`src/rtl/ksd_pkg.sv`:
```
package ksd_pkg;

    // request codes
    localparam logic [1:0] REQ_CLEAR = 2'd0;
    localparam logic [1:0] REQ_LOAD  = 2'd1;
    localparam logic [1:0] REQ_QUERY = 2'd2;

    // result status codes
    localparam logic [1:0] ST_OK   = 2'd0;
    localparam logic [1:0] ST_FEW  = 2'd1;
    localparam logic [1:0] ST_ZERO = 2'd2;
    localparam logic [1:0] ST_FULL = 2'd3;

    // configuration register indexes
    localparam logic [2:0] CFG_SCALE  = 3'd0;
    localparam logic [2:0] CFG_RSTEP  = 3'd1;
    localparam logic [2:0] CFG_RSTEPS = 3'd2;
    localparam logic [2:0] CFG_NCOUNT = 3'd3;
    localparam logic [2:0] CFG_YIELD  = 3'd4;

    localparam int DIST_W = 33;   // distance, Q2.30 plus one bit
    localparam int RAD_W  = 66;   // sum of three squares
    localparam int TERM_W = 56;   // (mass * w) >> 6
    localparam int SUM_W  = 62;   // sum of up to 64 terms
    localparam int SH_W   = 5;    // normalize shift count

    localparam logic [31:0] ONE_Q30 = 32'h4000_0000;
    localparam logic [31:0] TWO_Q30 = 32'h8000_0000;

    typedef enum logic [4:0] {
        OP_NOP,
        OP_CLEAR,
        OP_LOAD,
        OP_FULL,
        OP_ERR,
        OP_QINIT,
        OP_DIF,
        OP_SQX,
        OP_SQY,
        OP_SQZ,
        OP_SQF,
        OP_SQRT,
        OP_INS,
        OP_CHK,
        OP_RMUL,
        OP_RCMP,
        OP_ADIV0,
        OP_DIV,
        OP_W1,
        OP_W2,
        OP_W3,
        OP_W4,
        OP_AW5,
        OP_NORM,
        OP_BMUL,
        OP_BDIV0,
        OP_EMIT
    } t_op;

    typedef struct packed {
        t_op        op;
        logic [1:0] err;
    } t_cmd;

    typedef struct packed {
        logic cnt_full;
        logic cnt_zero;
        logic scan_last;
        logic list_short;
        logic radius_fail;
        logic dmax_zero;
        logic j_last;
        logic sum_zero;
        logic sum_wide;
    } t_sts;

endpackage

```
`src/rtl/ksd_ctrl.sv`:
```
module ksd_ctrl (
    input  logic          i_clk,
    input  logic          i_rst_n,
    input  logic          i_start,
    input  logic [1:0]    i_req_type,
    input  ksd_pkg::t_sts i_sts,
    output ksd_pkg::t_cmd o_cmd,
    output logic          o_busy
);
    import ksd_pkg::*;

    typedef enum logic [4:0] {
        IDLE,
        S_RD, S_DIF, S_SQX, S_SQY, S_SQZ, S_SQF, S_SQRT, S_INS,
        C_CHK, C_RMUL, C_RCMP,
        A_INIT, A_DIV, A_W1, A_W2, A_W3, A_W4, A_W5, A_NORM,
        B_RD, B_MUL, B_DIV0, B_DIV, B_EMIT
    } t_state;

    t_state     r_state, n_state;
    logic [5:0] r_cnt, n_cnt;
    logic       r_busy;
    t_cmd       cmd;

    always_comb begin
        n_state = r_state;
        n_cnt   = r_cnt + 6'd1;
        cmd     = '{op: OP_NOP, err: ST_OK};
        unique case (r_state)
            IDLE: begin
                if (i_start && !r_busy) begin
                    case (i_req_type)
                        REQ_CLEAR: cmd.op = OP_CLEAR;
                        REQ_LOAD:  cmd.op = i_sts.cnt_full ? OP_FULL : OP_LOAD;
                        REQ_QUERY: begin
                            cmd.op  = OP_QINIT;
                            n_state = i_sts.cnt_zero ? C_CHK : S_RD;
                        end
                        default: ;
                    endcase
                end
            end
            S_RD:  n_state = S_DIF;
            S_DIF: begin
                cmd.op  = OP_DIF;
                n_state = S_SQX;
            end
            S_SQX: begin
                cmd.op  = OP_SQX;
                n_state = S_SQY;
            end
            S_SQY: begin
                cmd.op  = OP_SQY;
                n_state = S_SQZ;
            end
            S_SQZ: begin
                cmd.op  = OP_SQZ;
                n_state = S_SQF;
            end
            S_SQF: begin
                cmd.op  = OP_SQF;
                n_cnt   = '0;
                n_state = S_SQRT;
            end
            S_SQRT: begin
                cmd.op = OP_SQRT;
                if (r_cnt == 6'd32) n_state = S_INS;
            end
            S_INS: begin
                cmd.op  = OP_INS;
                n_state = i_sts.scan_last ? C_CHK : S_RD;
            end
            C_CHK: begin
                if (i_sts.list_short) begin
                    cmd     = '{op: OP_ERR, err: ST_FEW};
                    n_state = IDLE;
                end else begin
                    cmd.op  = OP_CHK;
                    n_state = C_RMUL;
                end
            end
            C_RMUL: begin
                cmd.op  = OP_RMUL;
                n_state = C_RCMP;
            end
            C_RCMP: begin
                if (i_sts.radius_fail) begin
                    cmd     = '{op: OP_ERR, err: ST_FEW};
                    n_state = IDLE;
                end else begin
                    cmd.op  = OP_RCMP;
                    n_state = A_INIT;
                end
            end
            A_INIT: begin
                cmd.op  = OP_ADIV0;
                n_cnt   = '0;
                n_state = i_sts.dmax_zero ? A_W1 : A_DIV;
            end
            A_DIV: begin
                cmd.op = OP_DIV;
                if (r_cnt == 6'd31) n_state = A_W1;
            end
            A_W1: begin
                cmd.op  = OP_W1;
                n_state = A_W2;
            end
            A_W2: begin
                cmd.op  = OP_W2;
                n_state = A_W3;
            end
            A_W3: begin
                cmd.op  = OP_W3;
                n_state = A_W4;
            end
            A_W4: begin
                cmd.op  = OP_W4;
                n_state = A_W5;
            end
            A_W5: begin
                cmd.op  = OP_AW5;
                n_state = i_sts.j_last ? A_NORM : A_INIT;
            end
            A_NORM: begin
                if (i_sts.sum_zero) begin
                    cmd     = '{op: OP_ERR, err: ST_ZERO};
                    n_state = IDLE;
                end else if (i_sts.sum_wide) begin
                    cmd.op = OP_NORM;
                end else begin
                    n_state = B_RD;
                end
            end
            B_RD:  n_state = B_MUL;
            B_MUL: begin
                cmd.op  = OP_BMUL;
                n_state = B_DIV0;
            end
            B_DIV0: begin
                cmd.op  = OP_BDIV0;
                n_cnt   = '0;
                n_state = B_DIV;
            end
            B_DIV: begin
                cmd.op = OP_DIV;
                if (r_cnt == 6'd31) n_state = B_EMIT;
            end
            B_EMIT: begin
                cmd.op  = OP_EMIT;
                n_state = i_sts.j_last ? IDLE : B_RD;
            end
            default: n_state = IDLE;
        endcase
    end

    always_ff @(posedge i_clk) begin
        if (!i_rst_n) begin
            r_state <= IDLE;
            r_cnt   <= '0;
            r_busy  <= 1'b0;
        end else begin
            r_state <= n_state;
            r_cnt   <= n_cnt;
            r_busy  <= (n_state != IDLE);
        end
    end

    assign o_cmd  = cmd;
    assign o_busy = r_busy;

endmodule

```
`config.mk`:
```
export PLATFORM = sky130hd
export DESIGN_NAME = ksd_ctrl
export DESIGN_NICKNAME = d
export VERILOG_FILES = /design/src/rtl/ksd_pkg.sv /design/src/rtl/ksd_ctrl.sv
export SDC_FILE = /design/constraint.sdc
export NUM_CORES = 1
export LEC_CHECK = 0
export BUFFER_PORTS_ARGS = -buffer_cell sky130_fd_sc_hd__buf_2
export CORE_MARGIN = 2
export CORE_UTILIZATION = 41
export DETAILED_ROUTE_END_ITERATION = 16
export PLACE_DENSITY_LB_ADDON = 0.25
export SKIP_LAST_GASP = 1
export SYNTH_ARGS = -nofsm -noshare
export SYNTH_HDL_FRONTEND = slang
export SYNTH_SLANG_ARGS = --single-unit
```
`constraint.sdc`:
```
create_clock -name i_clk -period 4.8 [get_ports i_clk]
set_clock_uncertainty 0.05 [all_clocks]
set_input_delay 0.24 -clock i_clk [delete_from_list [all_inputs] [get_ports i_clk]]
set_output_delay 0.24 -clock i_clk [all_outputs]
set_load 0.05 [all_outputs]
```
# Word-level counts from Yosys, hierarchy flattened
# Index checks and enable logic that the tools add are counted.
[totals]
regBits = 12
in_bits = 14
[classes]
add_sub_neg = 1
n_eq_ne = 28
n_mux = 27
bitwise_logic = 1
reduce_logical = 7
[op_table]
columns = ["operator", "count"]
rows = [
  ["$pmux 5 s25", 1],
  ["$pmux 5 s22", 1],
  ["$mux 5", 11],
  ["$eq 5x5->1 const B", 9],
  ["$eq 5x4->1 const B", 8],
  ["$mux 4", 6],
  ["$eq 5x3->1 const B", 4],
  ["$eq 5x2->1 const B", 2],
  ["$pmux 3 s3", 1],
  ["$add 6x1->6 const B", 1],
  ["$eq 6x5->1 const B", 1],
  ["$eq 6x6->1 const B", 1],
  ["$pmux 2 s3", 1],
  ["$eq 5x1->1 const B", 1],
  ["$logic_not 5->1", 1],
  ["$reduce_bool 5->1", 1],
  ["$mux 2", 2],
  ["$reduce_or 4->1", 1],
  ["$mux 1", 3],
  ["$mux 3", 1],
  ["$eq 2x1->1 const B", 1],
  ["$eq 2x2->1 const B", 1],
  ["$logic_not 2->1", 1],
  ["$reduce_or 2->1", 1],
  ["3 further kinds", 3],
]

# Longest topological paths before layout
[depth]
ltp_word = 5
depth_mapped = 8
depth_no_buf = 7

# Least setup slack after synthesis
# No wires, ideal clock.
[synth_timing]
kind = "register -> output"
from = "register r_state[0]"
to = "output port o_cmd[6] (netlist bit)"
t_arrival_ns = 2.118
t_required_ns = 4.510
path_slack_ns = 2.392
stages_incl_launch_ff = 6
path_buffers = 1
path_cell_list = "dfxtp_1 > buf_6 > or2_2 > nand2_1 > a31oi_1 > a221oi_1"
[synth_lines]
columns = ["item", "line", "source"]
rows = [
  ["start, declared", "ksd_ctrl.sv:20", "t_state r_state, n_state;"],
  ["start signal, assigned", "ksd_ctrl.sv:162", "r_state <= n_state;"],
  ["end, declared", "ksd_ctrl.sv:7", "output ksd_pkg::t_cmd o_cmd,"],
]

==> impl_metrics.csv <==
group,metric,value,unit
global_routing,grtUsageTotal,19.6,%
power,pwr-share-comb,52.8,%
worst_setup_path,setup.worst_path.start,"r_state[0]",
worst_setup_path,cp_num_buf_inv,1,
global_routing,gr-total-overflow,0,
synthesis,synthCells,181,
floorplan,core,3280,µm²
synthesis,ys_seq_area_share,17.5,%
timing,fin_setup_tns,0,ns
worst_hold_path,holdPathStages,2,
route,drc,0,
worst_setup_path,cp.required,4.51,ns
synthesis,synth_largest_area_cell,"dfxtp_1",
clock_tree,cts_resized,0,
worst_setup_path,reg2reg_setup_slack,2.41,ns
layout,drive_above_1_share,19.9,%
synthesis,synthXorXnorAreaFrac,3.18,%
power,seqPwrFrac,32.8,%
worst_setup_path,r2r_cells,5,
power,p_int,265,µW
power,max-vdd-ir-drop,0.000205,V
worst_setup_path,crit_family,"flip-flops",
worst_hold_path,min-delay-start,"i_rst_n",
power,p_clk_share,14.4,%
floorplan,initial_core_util,41.9,%
route,postRouteAntennaNets,0,
clock_tree,cts_sinks,12,
synthesis,yosys-top-cells-area,"dfxtp_1 (17%), nor2_1 (6.8%), buf_6 (4.9%)",
clock_tree,clock_path_buffers,2,
run,maxCapViolCount,0,
outcome,status,"finished clean",
clock_tree,clkTransAtPathRegs,0.08,ns
timing,max_freq,349,MHz
timing,post-route-min-period,2.87,ns
synthesis,avgSynthCellArea,7.60,µm²
synthesis,synth_edf_count,0,
route,wire_per_inst,15.1,µm
worst_setup_path,cp_slowest_cell,"dfxtp_1",
layout,final_cell_mix,"nor2_1 (25), buf_2 (21), nand2_1 (13), dfxtp_1 (12), a21oi_1 (9)",
power,switchingPower,275,µW
timing,setup_viol,0,
clock_tree,cts_buffers,3,
synthesis,synthFlopType,"dfxtp_1",
timing,tightest_slew,0.979,ns
floorplan,die_y,61.9,µm
timing,hold_viol_final,0,
synthesis,synth_top_family_by_area,"simple AND/OR/NAND/NOR gates",
floorplan,die_width,61.9,µm
layout,fin_nets,208,
worst_setup_path,endpoint_kind,"output pin",
clock_tree,clk_latency,0.27,ns
floorplan,rows,21,
synthesis,synth_fp_nets,197,
worst_setup_path,start_kind,"flop",
global_routing,grt_pass1_vias,1251,
route,drt-initial-drc-count,121,
synthesis,async_flop_share,0,%
worst_setup_path,regToRegEndpoint,"o_busy",
clock_tree,post-cts-setup-buffers,0,
layout,layout_commonest_cell,"nor2_1",
timing,period_share,59.7,%
worst_setup_path,cp_data_arrival_time,2.58,ns
placed_design,io_buffers,21,
route,via_count,1411,
layout,area_delta_synth_final,5.18,%
global_routing,grt_max_degree,33,
clock_tree,cts_tree,"built",
timing,drv_slew,0,
global_routing,antenna_found_initial,0,
worst_hold_path,min_to,"r_cnt[1]",
synthesis,synth_top_area_share,17.5,%
worst_hold_path,hold_class,"input port to flop",
route,firstDrtPassIters,4,
placed_design,dpl.hpwl,2.69,mm
clock_tree,cts_root_buf,"clkbuf_4",
worst_setup_path,r2r_start,"r_state[0]",
synthesis,synth.distinct_cells,60,
layout,n_antenna_cell,0,
worst_setup_path,cp_max_fo,32,
timing,timing.slew.headroom,34.6,%
clock_tree,hold_buffers,0,
timing,rsz0062_at_grt,"false",
worst_setup_path,crit_chain,"nand2_1 > nor2_1 > a21o_1 > a31oi_1 > a221oi_1 > buf_2",
synthesis,netlist_area,1380,µm²
synthesis,yosys.area_share.simple,34.6,%
synthesis,synth.area.mux_share,2.27,%
synthesis,synth_compound_area_share,28.9,%
route,routed_wl,3.58,mm
worst_setup_path,path_class,"flop to output pin",
clock_tree,htree_num_levels,1,
power,p_leak,0.582,nW
placed_design,place_congestion,0.902,
power,p_per_area,373,nW/µm²
power,sw_frac_of_total,51.0,%
synthesis,ys_warn_count,0,
floorplan,num_io_pins,22,
synthesis,synthAdderAreaFrac,1.82,%
synthesis,ys_ff_latch,12,
route,routed_via_density,5.95,
floorplan,dieArea,3840,µm²
worst_setup_path,slowest_delay,0.97,ns
placed_design,dp.cells,233,
layout,final_cells,237,
global_routing,grt_pass1_wl,5.71,mm
[logic make-up after synthesis]
kind of cell / count (synthesis)
compound gates: 54
simple gates: 81
mux: 3
fa+ha+maj: 2
buf+inv: 24
xor+xnor: 5
flops: 12
[power groups by stage]
stage,clock (mW),combinational [mW],sequential [mW]
after floorplan,0,0.277,0.139
after global placement,0,0.281,0.177
after detailed placement,0,0.284,0.178
after CTS,0.0806,0.285,0.175
after global routing,0.0863,0.310,0.183
final,0.0776,0.285,0.177
[routing by layer]
metal  share of wire (%)  wire (µm)  up-vias  GRT usage [%]
met2                  49       1770       47           33.8
met1                  45       1620      665           25.1
met3                 4.0        143        6           2.28
met5                   0          0        -              0
li1                    -          -      693              -
met4                 1.4         51        0           6.99
[synthesized netlist by cell type, drive strengths merged, types with 2 or more instances]
library cell,number
a2111oi,3
a21oi,10
a221oi,3
a2bb2oi,2
a32o,3
buf,15
dfxtp,12
ha,2
inv,9
mux2i,2
nand2,13
nand2b,5
nand3,2
nand3b,2
nand4,2
nand4bb,2
nor2,25
nor2b,4
nor3,6
nor4b,3
o211ai,2
o21ai,13
o22ai,3
o31ai,3
or2b,3
or3,3
or3b,2
xnor2,2
xor2,3
[through the flow]
step           util [%]  area [µm²]  total power [mW]  worst slack (ns)  hold slack, ns
2_1_floorplan         -        1380             0.416              2.39           0.336
3_5_place_dp       43.0        1410             0.461              2.25           0.401
4_1_cts            44.1        1450             0.541              1.95           0.173
6_report           44.1        1450             0.540              1.93           0.179
3_3_place_gp       43.0        1410             0.458              2.38           0.399
5_1_grt            44.1        1450             0.580              1.67           0.188
[state kept, by name, indices dropped and copies added (netlist names)]
name     count
r_state      5
r_cnt        6
o_busy       1
[worst max-delay path by stage]
stage,end,depth (start not counted)
finish,o_cmd[6],6
CTS,o_cmd[6],6
global placement,o_cmd[6],6
detailed placement,o_cmd[6],6
global route,o_cmd[6],6
floorplan,o_cmd[6],5
[cell type report]
class / count / area (µm²)
Fill cell: 350 / 1840
Timing Repair Buffer: 21 / 105
Inverter: 9 / 33.8
Tap cell: 46 / 57.6
Clock buffer: 4 / 36.3
Sequential cell: 12 / 240
Multi-Input combinational cell: 145 / 975
No activity file was read; power rests on OpenSTA's default activity.
